$ cat src/lsb_stego_crc8_codec_defines.svh
// Assertion macros shared by the codec RTL files.
`ifndef LSB_STEGO_CRC8_CODEC_DEFINES_SVH
`define LSB_STEGO_CRC8_CODEC_DEFINES_SVH

`ifndef SYNTH
// Concurrent check on clk, idle while rst_n is low.
`define LSC_ASSERT(label, prop) \
    label: assert property (@(posedge clk) disable iff (!rst_n) (prop)) \
        else $error("lsc assertion failed");
// Expression must never be true.
`define LSC_ASSERT_NEVER(label, expr) \
    `LSC_ASSERT(label, !(expr))
`else
`define LSC_ASSERT(label, prop)
`define LSC_ASSERT_NEVER(label, expr)
`endif

`endif

$ cat src/lsc_pkg.sv
// Shared types, constants and CRC helper for the LSB stego CRC-8 codec.
package lsc_pkg;

    localparam int NUM_LANES = 8;

    localparam logic [7:0] CRC_INIT = 8'hFF;
    localparam logic [7:0] CRC_POLY = 8'h31;

    // direction register codes
    localparam logic DIR_EMBED   = 1'b0;
    localparam logic DIR_EXTRACT = 1'b1;

    // embed opcodes
    localparam logic OP_MESSAGE = 1'b0;
    localparam logic OP_CRC     = 1'b1;

    typedef enum logic [2:0] {
        ST_EMBEDDED   = 3'd0,
        ST_CHARACTER  = 3'd1,
        ST_TERMINATOR = 3'd2,
        ST_CRC_PASS   = 3'd3,
        ST_CRC_FAIL   = 3'd4
    } status_t;

    typedef struct packed {
        logic       opcode;
        logic [7:0] message_byte;
        logic [7:0] cover_0;
        logic [7:0] cover_1;
        logic [7:0] cover_2;
        logic [7:0] cover_3;
        logic [7:0] cover_4;
        logic [7:0] cover_5;
        logic [7:0] cover_6;
        logic [7:0] cover_7;
    } in_item_t;

    typedef struct packed {
        logic [7:0] stego_0;
        logic [7:0] stego_1;
        logic [7:0] stego_2;
        logic [7:0] stego_3;
        logic [7:0] stego_4;
        logic [7:0] stego_5;
        logic [7:0] stego_6;
        logic [7:0] stego_7;
        logic [7:0] extracted_byte;
        status_t    status;
    } out_item_t;

    // What one lane hands to the merge stage
    typedef struct packed {
        logic [7:0] stego;
        logic [7:0] contrib;
    } lane_out_t;

    // Push a CRC register through nbytes zero bytes (linear, folds to XOR gates)
    function automatic logic [7:0] crc_advance(input logic [7:0] c, input int nbytes);
        logic [7:0] r;
        r = c;
        for (int k = 0; k < 8 * NUM_LANES; k++) begin
            if (k < nbytes * 8) begin
                r = r[7] ? ({r[6:0], 1'b0} ^ CRC_POLY) : {r[6:0], 1'b0};
            end
        end
        return r;
    endfunction

endpackage

$ cat src/lsb_stego_crc8_codec.sv
// Top level of the LSB steganography codec with running CRC-8 check.
//
// Channels: in_valid/in_ready/in_data carries one group of eight cover bytes plus
// opcode and message byte; out_valid/out_ready/out_data returns one result item per
// input item; cfg_valid/cfg_ready/cfg_data writes the direction bit (0 embed,
// 1 extract and check). cfg_ready is always high; write it only while idle.
// Timing: a result is registered and appears in the cycle after its input item is accepted.
// Throughput: one item per cycle while out_ready is high. Eight byte lanes work in
// parallel and a merge stage folds their CRC shares into the running CRC in the same
// cycle, so the CRC feedback register sets the rate.
// Reset: running CRC returns to 0xFF, message phase, direction embed, output empty.
// Stall: the output register holds its item while out_ready is low; a new item is
// still taken in the cycle that the held item leaves (in_ready follows out_ready).
module lsb_stego_crc8_codec (
    input  logic               clk,
    input  logic               rst_n,
    input  logic               cfg_valid,
    output logic               cfg_ready,
    input  logic               cfg_data,
    input  logic               in_valid,
    output logic               in_ready,
    input  lsc_pkg::in_item_t  in_data,
    output logic               out_valid,
    input  logic               out_ready,
    output lsc_pkg::out_item_t out_data
);
    import lsc_pkg::*;

    logic              direction_reg;
    logic              out_valid_reg;
    out_item_t         out_data_reg, out_data_next;
    logic              accept;
    logic [7:0]        cover_bytes [NUM_LANES];
    logic [7:0]        src_byte;
    logic [7:0]        running_crc;
    logic [7:0]        gathered;
    status_t           status;
    lane_out_t         lanes [NUM_LANES];

    // config register
    assign cfg_ready = 1'b1;

    always_ff @(posedge clk or negedge rst_n)
    begin
        if (!rst_n) begin
            direction_reg <= DIR_EMBED;
        end else if (cfg_valid && cfg_ready) begin
            direction_reg <= cfg_data;
        end
    end

    // handshake
    assign in_ready = !out_valid_reg || out_ready;
    assign accept   = in_valid && in_ready;

    // unpack cover bytes
    assign cover_bytes[0] = in_data.cover_0;
    assign cover_bytes[1] = in_data.cover_1;
    assign cover_bytes[2] = in_data.cover_2;
    assign cover_bytes[3] = in_data.cover_3;
    assign cover_bytes[4] = in_data.cover_4;
    assign cover_bytes[5] = in_data.cover_5;
    assign cover_bytes[6] = in_data.cover_6;
    assign cover_bytes[7] = in_data.cover_7;

    // bits to hide: message byte or the running CRC
    assign src_byte = (in_data.opcode == OP_CRC) ? running_crc : in_data.message_byte;

    // byte lanes
    for (genvar g = 0; g < NUM_LANES; g++) begin : g_lane
        lsc_lane #(
            .LANE_IDX (g)
        ) u_lane (
            .direction  (direction_reg),
            .src_bit    (src_byte[g]),
            .cover_byte (cover_bytes[g]),
            .lane_out   (lanes[g])
        );
    end

    lsc_merge u_merge (
        .clk         (clk),
        .rst_n       (rst_n),
        .accept      (accept),
        .direction   (direction_reg),
        .opcode      (in_data.opcode),
        .lanes       (lanes),
        .running_crc (running_crc),
        .gathered    (gathered),
        .status      (status)
    );

    // result assembly
    always_comb
    begin
        out_data_next.stego_0        = lanes[0].stego;
        out_data_next.stego_1        = lanes[1].stego;
        out_data_next.stego_2        = lanes[2].stego;
        out_data_next.stego_3        = lanes[3].stego;
        out_data_next.stego_4        = lanes[4].stego;
        out_data_next.stego_5        = lanes[5].stego;
        out_data_next.stego_6        = lanes[6].stego;
        out_data_next.stego_7        = lanes[7].stego;
        out_data_next.extracted_byte = gathered;
        out_data_next.status         = status;
    end

    // output register
    always_ff @(posedge clk or negedge rst_n)
    begin
        if (!rst_n) begin
            out_valid_reg <= 1'b0;
        end else if (in_ready) begin
            out_valid_reg <= in_valid;
        end
    end

    always_ff @(posedge clk)
    begin
        if (accept) begin
            out_data_reg <= out_data_next;
        end
    end

    assign out_valid = out_valid_reg;
    assign out_data  = out_data_reg;

endmodule

$ cat src/lsc_lane.sv
// One byte lane: LSB replacement and this byte's share of the group CRC.
module lsc_lane #(
    parameter int LANE_IDX = 0
) (
    input  logic              direction,
    input  logic              src_bit,
    input  logic [7:0]        cover_byte,
    output lsc_pkg::lane_out_t lane_out
);
    import lsc_pkg::*;

    logic [7:0] stego;

    // embed replaces the LSB, extract passes the byte through
    assign stego = (direction == DIR_EMBED) ? {cover_byte[7:1], src_bit} : cover_byte;

    // byte LANE_IDX is followed by the remaining bytes of the group
    assign lane_out.stego   = stego;
    assign lane_out.contrib = crc_advance(stego, NUM_LANES - LANE_IDX);

endmodule

$ cat src/lsc_merge.sv
// Merge stage: gathers lane LSBs, folds lane CRC shares, keeps CRC and phase state.
`include "lsb_stego_crc8_codec_defines.svh"

module lsc_merge (
    input  logic               clk,
    input  logic               rst_n,
    input  logic               accept,
    input  logic               direction,
    input  logic               opcode,
    input  lsc_pkg::lane_out_t lanes [lsc_pkg::NUM_LANES],
    output logic [7:0]         running_crc,
    output logic [7:0]         gathered,
    output lsc_pkg::status_t   status
);
    import lsc_pkg::*;

    logic [7:0] running_crc_reg, running_crc_next;
    logic       expect_check_reg, expect_check_next;
    logic [7:0] group_crc;
    logic [7:0] contrib_xor;

    assign running_crc = running_crc_reg;

    // LSB gather and XOR of the lane shares
    always_comb
    begin
        contrib_xor = '0;
        for (int i = 0; i < NUM_LANES; i++) begin
            gathered[i] = lanes[i].stego[0];
            contrib_xor = contrib_xor ^ lanes[i].contrib;
        end
    end

    assign group_crc = crc_advance(running_crc_reg, NUM_LANES) ^ contrib_xor;

    // status and next state
    always_comb
    begin
        running_crc_next  = running_crc_reg;
        expect_check_next = expect_check_reg;
        status            = ST_EMBEDDED;
        if (direction == DIR_EMBED) begin
            running_crc_next = (opcode == OP_CRC) ? CRC_INIT : group_crc;
        end else if (expect_check_reg) begin
            status            = (gathered == running_crc_reg) ? ST_CRC_PASS : ST_CRC_FAIL;
            running_crc_next  = CRC_INIT;
            expect_check_next = 1'b0;
        end else begin
            running_crc_next  = group_crc;
            status            = (gathered == 8'd0) ? ST_TERMINATOR : ST_CHARACTER;
            expect_check_next = (gathered == 8'd0);
        end
    end

    always_ff @(posedge clk or negedge rst_n)
    begin
        if (!rst_n) begin
            running_crc_reg  <= CRC_INIT;
            expect_check_reg <= 1'b0;
        end else if (accept) begin
            running_crc_reg  <= running_crc_next;
            expect_check_reg <= expect_check_next;
        end
    end

    // check group always restarts the CRC and returns to message phase
    `LSC_ASSERT(a_check_restarts, (accept && direction == DIR_EXTRACT && expect_check_reg) |=> (!expect_check_reg && running_crc_reg == CRC_INIT))
    // CRC group in embed restarts the CRC
    `LSC_ASSERT(a_crc_group_restarts, (accept && direction == DIR_EMBED && opcode == OP_CRC) |=> (running_crc_reg == CRC_INIT))
    // check phase is entered only by an extract item
    `LSC_ASSERT(a_phase_entry, $rose(expect_check_reg) |-> $past(accept && direction == DIR_EXTRACT))
    // state holds while nothing is accepted
    `LSC_ASSERT_NEVER(a_state_hold, !$past(accept) && !$stable(running_crc_reg) && $past(rst_n))

endmodule
$ cat config.mk
export PLATFORM = sky130hd
export DESIGN_NAME = lsb_stego_crc8_codec
export DESIGN_NICKNAME = d
export VERILOG_FILES = /design/src/lsc_pkg.sv /design/src/lsb_stego_crc8_codec.sv /design/src/lsc_lane.sv /design/src/lsc_merge.sv
export VERILOG_INCLUDE_DIRS = /design/src /design/src/src
export SDC_FILE = /design/constraint.sdc
export NUM_CORES = 1
export LEC_CHECK = 0
export ABC_AREA = 1
export BUFFER_PORTS_ARGS = -buffer_cell sky130_fd_sc_hd__clkbuf_2
export CAP_MARGIN = 20
export CORE_MARGIN = 2
export CORE_UTILIZATION = 35
export DETAILED_ROUTE_END_ITERATION = 7
export GPL_ROUTABILITY_DRIVEN = 0
export MAX_ROUTING_LAYER = met4
export SETUP_SLACK_MARGIN = 0.1
export SLEW_MARGIN = 20
export SYNTH_ARGS = -nofsm -noshare
export SYNTH_HDL_FRONTEND = slang
export SYNTH_SLANG_ARGS = --single-unit
$ cat constraint.sdc
create_clock -name clk -period 4.1 [get_ports clk]
set_input_delay 0.615 -clock clk [delete_from_list [all_inputs] [get_ports clk]]
set_output_delay 0.615 -clock clk [all_outputs]
set_load 0.05 [all_outputs]
* Word-level counts from Yosys, hierarchy flattened
Cells that the tools add are included.
** Word-level totals
- Flip-flop bits (word level) :: 86
- Bits in latches :: 0
- Bits in writable memories :: 0
- Memory bits (read-only) :: 0
- Bits of input ports :: 79
- Output and inout bits :: 78
- Logic and storage cells :: 748
- Memories kept :: 0
** Cells by class
- $add $sub $neg :: 0
- Multipliers :: 0
- Div/mod/pow operators :: 0
- Magnitude comparators :: 0
- Equal/unequal tests :: 1
- Shifts and indexed selects :: 0
- Mux-type cells :: 368
- Bitwise operators :: 360
- Reductions and logical operators :: 5
** Operators by type and width (number)
- 6-bit two-way mux :: 352
- 3-bit inverter :: 352
- 8-bit XOR :: 8
- 8-bit two-way mux :: 4
- 1-bit two-way mux :: 9
- 8-bit equality test :: 1
- 8-bit logical NOT :: 1
- 3-bit two-way mux :: 2
- 2-bit two-way mux :: 1
- 2-bit AND reduction :: 1
- 1-bit logical AND :: 1
- 1-bit logical NOT :: 1
- 1-bit logical OR :: 1

* Depth between registers and ports, before layout
- Word-level depth :: 139
- Gate-level depth with buffers :: 44
- Gate-level depth less buffers :: 43

* Modules after synthesis
A second synthesis with hierarchy kept.
** Second synthesis, totals
- Cells, all modules :: 1891
- Area total of the unflattened synthesis :: 12918.6 um^2
** Modules (own cells, without submodules)
- lsc_merge :: instances 1, cells each 386, area each 2771.4 um^2, seq. area each 235.2 um^2
- lsb_stego_crc8_codec :: instances 1, cells each 112, area each 2457.4 um^2, seq. area each 2302.2 um^2
- lsc_lane (g_lane[1].u_lane) :: instances 1, cells each 299, area each 1634.1 um^2, seq. area each 0.0 um^2
- lsc_lane (g_lane[0].u_lane) :: instances 1, cells each 252, area each 1403.8 um^2, seq. area each 0.0 um^2
- lsc_lane (g_lane[3].u_lane) :: instances 1, cells each 217, area each 1212.4 um^2, seq. area each 0.0 um^2
- lsc_lane (g_lane[2].u_lane) :: instances 1, cells each 180, area each 1067.3 um^2, seq. area each 0.0 um^2
- lsc_lane (g_lane[4].u_lane) :: instances 1, cells each 140, area each 840.8 um^2, seq. area each 0.0 um^2
- lsc_lane (g_lane[5].u_lane) :: instances 1, cells each 127, area each 659.4 um^2, seq. area each 0.0 um^2
- lsc_lane (g_lane[6].u_lane) :: instances 1, cells each 105, area each 524.3 um^2, seq. area each 0.0 um^2
- lsc_lane (g_lane[7].u_lane) :: instances 1, cells each 73, area each 347.8 um^2, seq. area each 0.0 um^2

* Worst setup path before layout
Ideal clock, no wire load.
- Path type :: input to register
- From :: input port in_data[54] in the netlist's numbering
- To :: register u_merge.running_crc_reg[4], in the netlist u_merge.running_crc[4]
- Setup time :: 83 ps
- Arrival time :: 3800 ps
- Data required time :: 4017 ps
- Setup slack :: 216 ps
- Stages :: 40
- Path buffers :: 1
- Cells stage by stage :: buf_2 -> xnor2_1 -> inv_1 -> or2_1 -> nand2_1 -> nand2_1 -> nand2_1 -> inv_1 -> nand2_1 -> nand3_1 -> nand2_1 -> nand2_1 -> nand2_1 -> nand2_1 -> nand2_1 -> inv_1 -> nand3_1 -> nand2_1 -> [... 4 more ...] -> nand2_1 -> nand2_1 -> nand2_1 -> nand3_1 -> nand2_1 -> inv_2 -> nand2_1 -> nand2_1 -> nand2_1 -> nand2_1 -> nand2_1 -> nand2_1 -> nand2_1 -> nand2_1 -> nand2_1 -> nand2_1 -> nor2_1 -> nor2_1
** Between the ends
- Longest elaborated chain between the ends :: 61
- Elaborated cells on any way between the ends :: 114
- Those cells by class :: mux: 58; bitwise: 56
** RTL lines
- start, declared :: line lsb_stego_crc8_codec.sv:22 : input lsc_pkg::in_item_t in_data,
- 6-bit two-way mux * :: line lsc_pkg.sv:63 : r = r[7] ? ({r[6:0], 1'b0} ^ CRC_POLY) : {r[6:0], 1'b0};
- 6-bit two-way mux or 3-bit inverter (tied branches) (2 in a row)
- 3-bit inverter (no line) or 6-bit two-way mux (tied branches)
- 6-bit two-way mux or 3-bit inverter (tied branches) (5 in a row)
- 3-bit inverter (no line) or 6-bit two-way mux (tied branches)
- 6-bit two-way mux or 3-bit inverter (tied branches)
- 3-bit inverter (no line) or 6-bit two-way mux (tied branches)
- 6-bit two-way mux or 3-bit inverter (tied branches) (5 in a row)
- [... 29 more ...]
- 6-bit two-way mux * :: line lsc_pkg.sv:63
- 6-bit two-way mux or 3-bit inverter (tied branches) (2 in a row)
- 3-bit inverter (no line) or 6-bit two-way mux (tied branches)
- 6-bit two-way mux * :: line lsc_pkg.sv:63
- 8-bit XOR * (7 in a row) :: line lsc_merge.sv:30 : contrib_xor = contrib_xor ^ lanes[i].contrib;
- 8-bit XOR * :: line lsc_merge.sv:34 : assign group_crc = crc_advance(running_crc_reg, NUM_LANES) ^ contrib_xor;
- 8-bit two-way mux (on tied branches) :: line lsc_merge.sv:43, lsc_merge.sv:44
- 8-bit two-way mux * :: line lsc_merge.sv:42 : if (direction == DIR_EMBED) begin
- end signal, assigned :: line lsc_merge.sv:61 : running_crc_reg <= running_crc_next;
- end, declared :: line lsc_merge.sv:17 : logic [7:0] running_crc_reg, running_crc_next;
Mark *: on every way between the ends. The rest lies on a longest branch, timed or not.
A chain may end at the register's enable or synchronous reset.

* Worst setup path in the final report
- From :: register u_merge.running_crc_reg[2], in the netlist u_merge.running_crc[2]
- To :: register u_merge.running_crc_reg[7], in the netlist u_merge.running_crc[7]
** Between the ends
- Longest elaborated chain between the ends :: 65
- Elaborated cells on any way between the ends :: 206
- Those cells by class :: mux: 109; bitwise: 97
** RTL lines (line)
- 6-bit two-way mux :: lsc_pkg.sv:63
- 3-bit inverter (no line)
- 6-bit two-way mux :: lsc_pkg.sv:63
- 3-bit inverter (no line)
- 6-bit two-way mux (5 in a row) :: lsc_pkg.sv:63
- 6-bit two-way mux or 3-bit inverter (tied branches)
- 3-bit inverter (no line) or 6-bit two-way mux (tied branches)
- 6-bit two-way mux or 3-bit inverter (tied branches)
- [... 45 more ...]
- 6-bit two-way mux or 3-bit inverter (tied branches)
- 3-bit inverter (no line) or 6-bit two-way mux (tied branches)
- 6-bit two-way mux or 3-bit inverter (tied branches)
- 3-bit inverter (no line) or 6-bit two-way mux (tied branches)
- 6-bit two-way mux :: lsc_pkg.sv:63
- 8-bit XOR * :: lsc_merge.sv:34
- 8-bit two-way mux (on tied branches) :: lsc_merge.sv:43, lsc_merge.sv:44
- 8-bit two-way mux * :: lsc_merge.sv:42
Marks and branches as above.

==> out/metrics.csv <==
metric,value,unit
Max clock buf depth,2,
final cycle utilization of the critical path,1.01,
status,finished with violations,
"reg-to-reg slack, setup",-0.03,ns
Core ar.,0.0307,sq mm
setup ws final,-0.0332,ns
crit path max fanout,6,
endpoints failing setup,3,
Die Y,181,microns
Port Buf Inserts,155,
pin count of the biggest net entering global routing,44,
FF-to-FF End,u_merge.running_crc[7],
Die Area,0.0328,sq mm
worst hold-check path type,primary input to asynchronous set/reset pin,
f_max,242,MHz
H-tree depth,3,
"Arr. time, crit path",4.44,ns
final WL,31100,microns
WL met1,12600,microns
nets,2107,
first-pass GRT wire length,48000,microns
Syn Area/Cell,6.77,sq um
routed wl met3,849,microns
# clock sinks,78,
synthesized-area fraction occupied by and/or/nand/nor cells,0.398,
post-synthesis compound-gate area fraction,0.00946,
Required @ worst endpoint,4.41,ns
met2 wire length,16700,microns
Ys Warns,0,
combinational family with the most area after synthesis,simple AND/OR/NAND/NOR gates,
pins over their slew limit,0,
Antenna diodes,0,
CP Launch Type,flip-flop,
Die W,181,microns
Worst R2R Start,u_merge.running_crc[2],
Final min period,4.13,ns
maximum capacitance violations,0,
clk root buf,clkbuf_16,
overflow left after global routing,0,
Worst-path clk slew,0.08,ns
sequential cell area fraction in the yosys report,0.209,
Synthesized Nets,1701,
Critical Path Max Stage Delay,0.59,ns
Setup CP Type,flip-flop to flip-flop,
Layout area overhead,43.3,%
top sig layer,met4,
Tightest Pin Transition,0.801,ns
Cell variety after synth,39,
share of post-route cells with drive strength above 1,0.401,
vias per cell,4.63,
initial antenna violation count,0,
crit path capture type,flip-flop,
placed instance area,0.0136,sq mm
DR vias,11253,
initial drt markers,455,
Initial DRT Pass Iterations,7,
Slew headroom,0.465,
clock latency on the worst-skew pair,0.37,ns
Antenna Nets Post-Route,0,
worst-case clock skew,0.00937,ns
Core Rows,64,
vias in the first global route,10585,
CTS buffer count,9,
Starting Density,0.357,
cts hold-fix bufs,0,
Reg2Reg Depth,34,
Post-DP HPWL,24300,microns
failing checks,setup timing,
adder-cell share of the synthesized area,0,
I/O pins,157,
Worst path most repeated cell,nand2_2,
Crit-path slowest cell,dfstp_2,
Post-Synth XOR/XNOR Area,0.290,
max FFs per register,67,
Post-Syn Instances,1622,
Hold Fails Final Rpt,0,
drt drc,0,
total track usage,0.184,
RSZ-0062 raised after global routing,yes,
Post-Syn Area,0.0110,sq mm
routed len/inst,12.8,microns
mux cell area share after synthesis,0,
post-synthesis sequential element count,78,
fin area,0.0157,sq mm
TritonCTS clock tree,built,
==> per-stage QoR <==
step	setup TNS [ns]	util	worst slack [ns]	hold slack [ns]	cells
global placement	-1.25	0.442	-0.193	0.503	2350
finish	-0.0705	0.512	-0.0332	0.133	2429
floorplan	0	-	0.216	0.319	1622
CTS	0	0.462	0.101	0.123	2382
detailed placement	-1.83	0.442	-0.276	0.529	2350
global route	-2.25	0.512	-0.385	0.144	2429
==> worst max-delay path by stage <==
stage / from / to / slack, ns / depth (start not counted)
global route: u_merge.running_crc[5] / u_merge.running_crc[7] / -0.39 / 33
finish: u_merge.running_crc[2] / u_merge.running_crc[7] / -0.03 / 34
detailed placement: in_data[72] / u_merge.running_crc[5] / -0.28 / 36
floorplan: in_data[54] / u_merge.running_crc[4] / 0.22 / 40
CTS: u_merge.running_crc[7] / u_merge.running_crc[6] / 0.10 / 42
global placement: in_data[72] / u_merge.running_crc[1] / -0.19 / 35
==> repair_timing <==
| action | CTS | global route |
|---|---|---|
| pin swaps | 16 | 133 |
| endpoints found under the hold margin | 0 | 0 |
| resized for setup | 28 | 276 |
| endpoints found under the setup margin | 8 | 8 |
| buffers inserted | 16 | 48 |
==> critical path, delay by kind of cell, from the launching register on <==
family                 cells  cell delay (ns)
AND/OR/NAND/NOR           26             2.57
flip-flops                 1             0.59
XOR/XNOR                   3             0.51
buffers and inverters      5             0.39
==> cell families (layout without fill, tap and decap cells) <==
| family | Yosys count | in the layout |
|---|---|---|
| DFF | 78 | 78 |
| other | 1 | 1 |
| and+or+nand+nor | 974 | 974 |
| AOI/OAI and AO/OA | 17 | 17 |
| buffers and inverters | 253 | 664 |
| xor gates and xnor gates | 299 | 299 |
==> layout make-up <==
cell class,count,area [sq um]
clock buffer,9,225
fill,2944,15000
clock inverter,7,90.1
sequential,78,2300
tap,396,495
multi-input combinational,1291,8970
timing repair buffer,417,2780
inverter,231,880
==> cells in the mapped netlist <==
cell type | n | share of area
nand2_1 | 612 | 0.21
nand3_1 | 218 | 0.099
inv_1 | 208 | 0.071
xor2_1 | 185 | 0.15
edfxtp_1 | 67 | 0.18
xnor2_1 | 63 | 0.050
nand2_2 | 60 | 0.034
nand3b_1 | 28 | 0.019
xnor3_1 | 22 | 0.045
inv_2 | 20 | 0.0068
xor2_2 | 18 | 0.027
or2_1 | 14 | 0.0080
buf_4 | 12 | 0.0082
nor2_1 | 10 | 0.0034
dfstp_2 | 8 | 0.019
nand2_4 | 8 | 0.0082
a21oi_1 | 7 | 0.0032
nand3_2 | 6 | 0.0055
or2_2 | 6 | 0.0034
xnor2_2 | 6 | 0.0089
nand4_1 | 5 | 0.0028
buf_2 | 4 | 0.0018
o21ai_0 | 4 | 0.0018
xnor3_2 | 4 | 0.0087
buf_6 | 3 | 0.0031
dfrtp_1 | 3 | 0.0068
inv_4 | 3 | 0.0017
nor4_1 | 3 | 0.0017
clkbuf_1 | 2 | 0.00068
nand2b_1 | 2 | 0.0011
o211ai_1 | 2 | 0.0014
o21ai_2 | 2 | 0.0016
and2_1 | 1 | 0.00057
clkbuf_2 | 1 | 0.00046
conb_1 | 1 | 0.00034
nand3b_2 | 1 | 0.0010
o21a_2 | 1 | 0.00080
o21bai_1 | 1 | 0.00068
xnor3_4 | 1 | 0.0024
==> cell usage in the layout (no fill, tap or decap), types with 2 or more instances in the layout <==
cell type   netlist  final
xnor2_4           0      2
o21ai_0           4      3
a21oi_1           7      7
nand2_1         612    495
xor2_2           18     43
xnor2_2           6     17
dfrtp_1           3      3
edfxtp_1         67     67
or2_1            14     12
xor2_1          185    152
nand2_8           0      3
nand2b_1          2      2
or2_2             6      6
nand3b_1         28     28
inv_4             3      3
or2_4             0      2
nand3_2           6     57
nand3_1         218    159
buf_6             3      6
xnor2_1          63     50
inv_6             0      2
nand2_4           8     37
clkinvlp_4        0      2
xnor3_1          22     22
dfstp_2           8      8
nand3_4           0      8
xor2_4            0      8
clkbuf_16         0      9
nand2_2          60    145
o211ai_1          2      2
inv_2            20     34
inv_1           208    193
nor2_1           10     10
buf_4            12    254
nor4_1            3      3
xnor3_2           4      4
nand4_1           5      5
clkbuf_2          1    155
==> per-layer routing <==
metal  up-vias  global-route usage
li1       5808                   -
met1      5194               0.206
met2       194               0.337
met3        57              0.0165
met4         0              0.0693
met5         -                   -
Power is left out: the tool's default activity adds up to more than one toggle a clock period on the data nets, which glitch-free logic cannot reach.
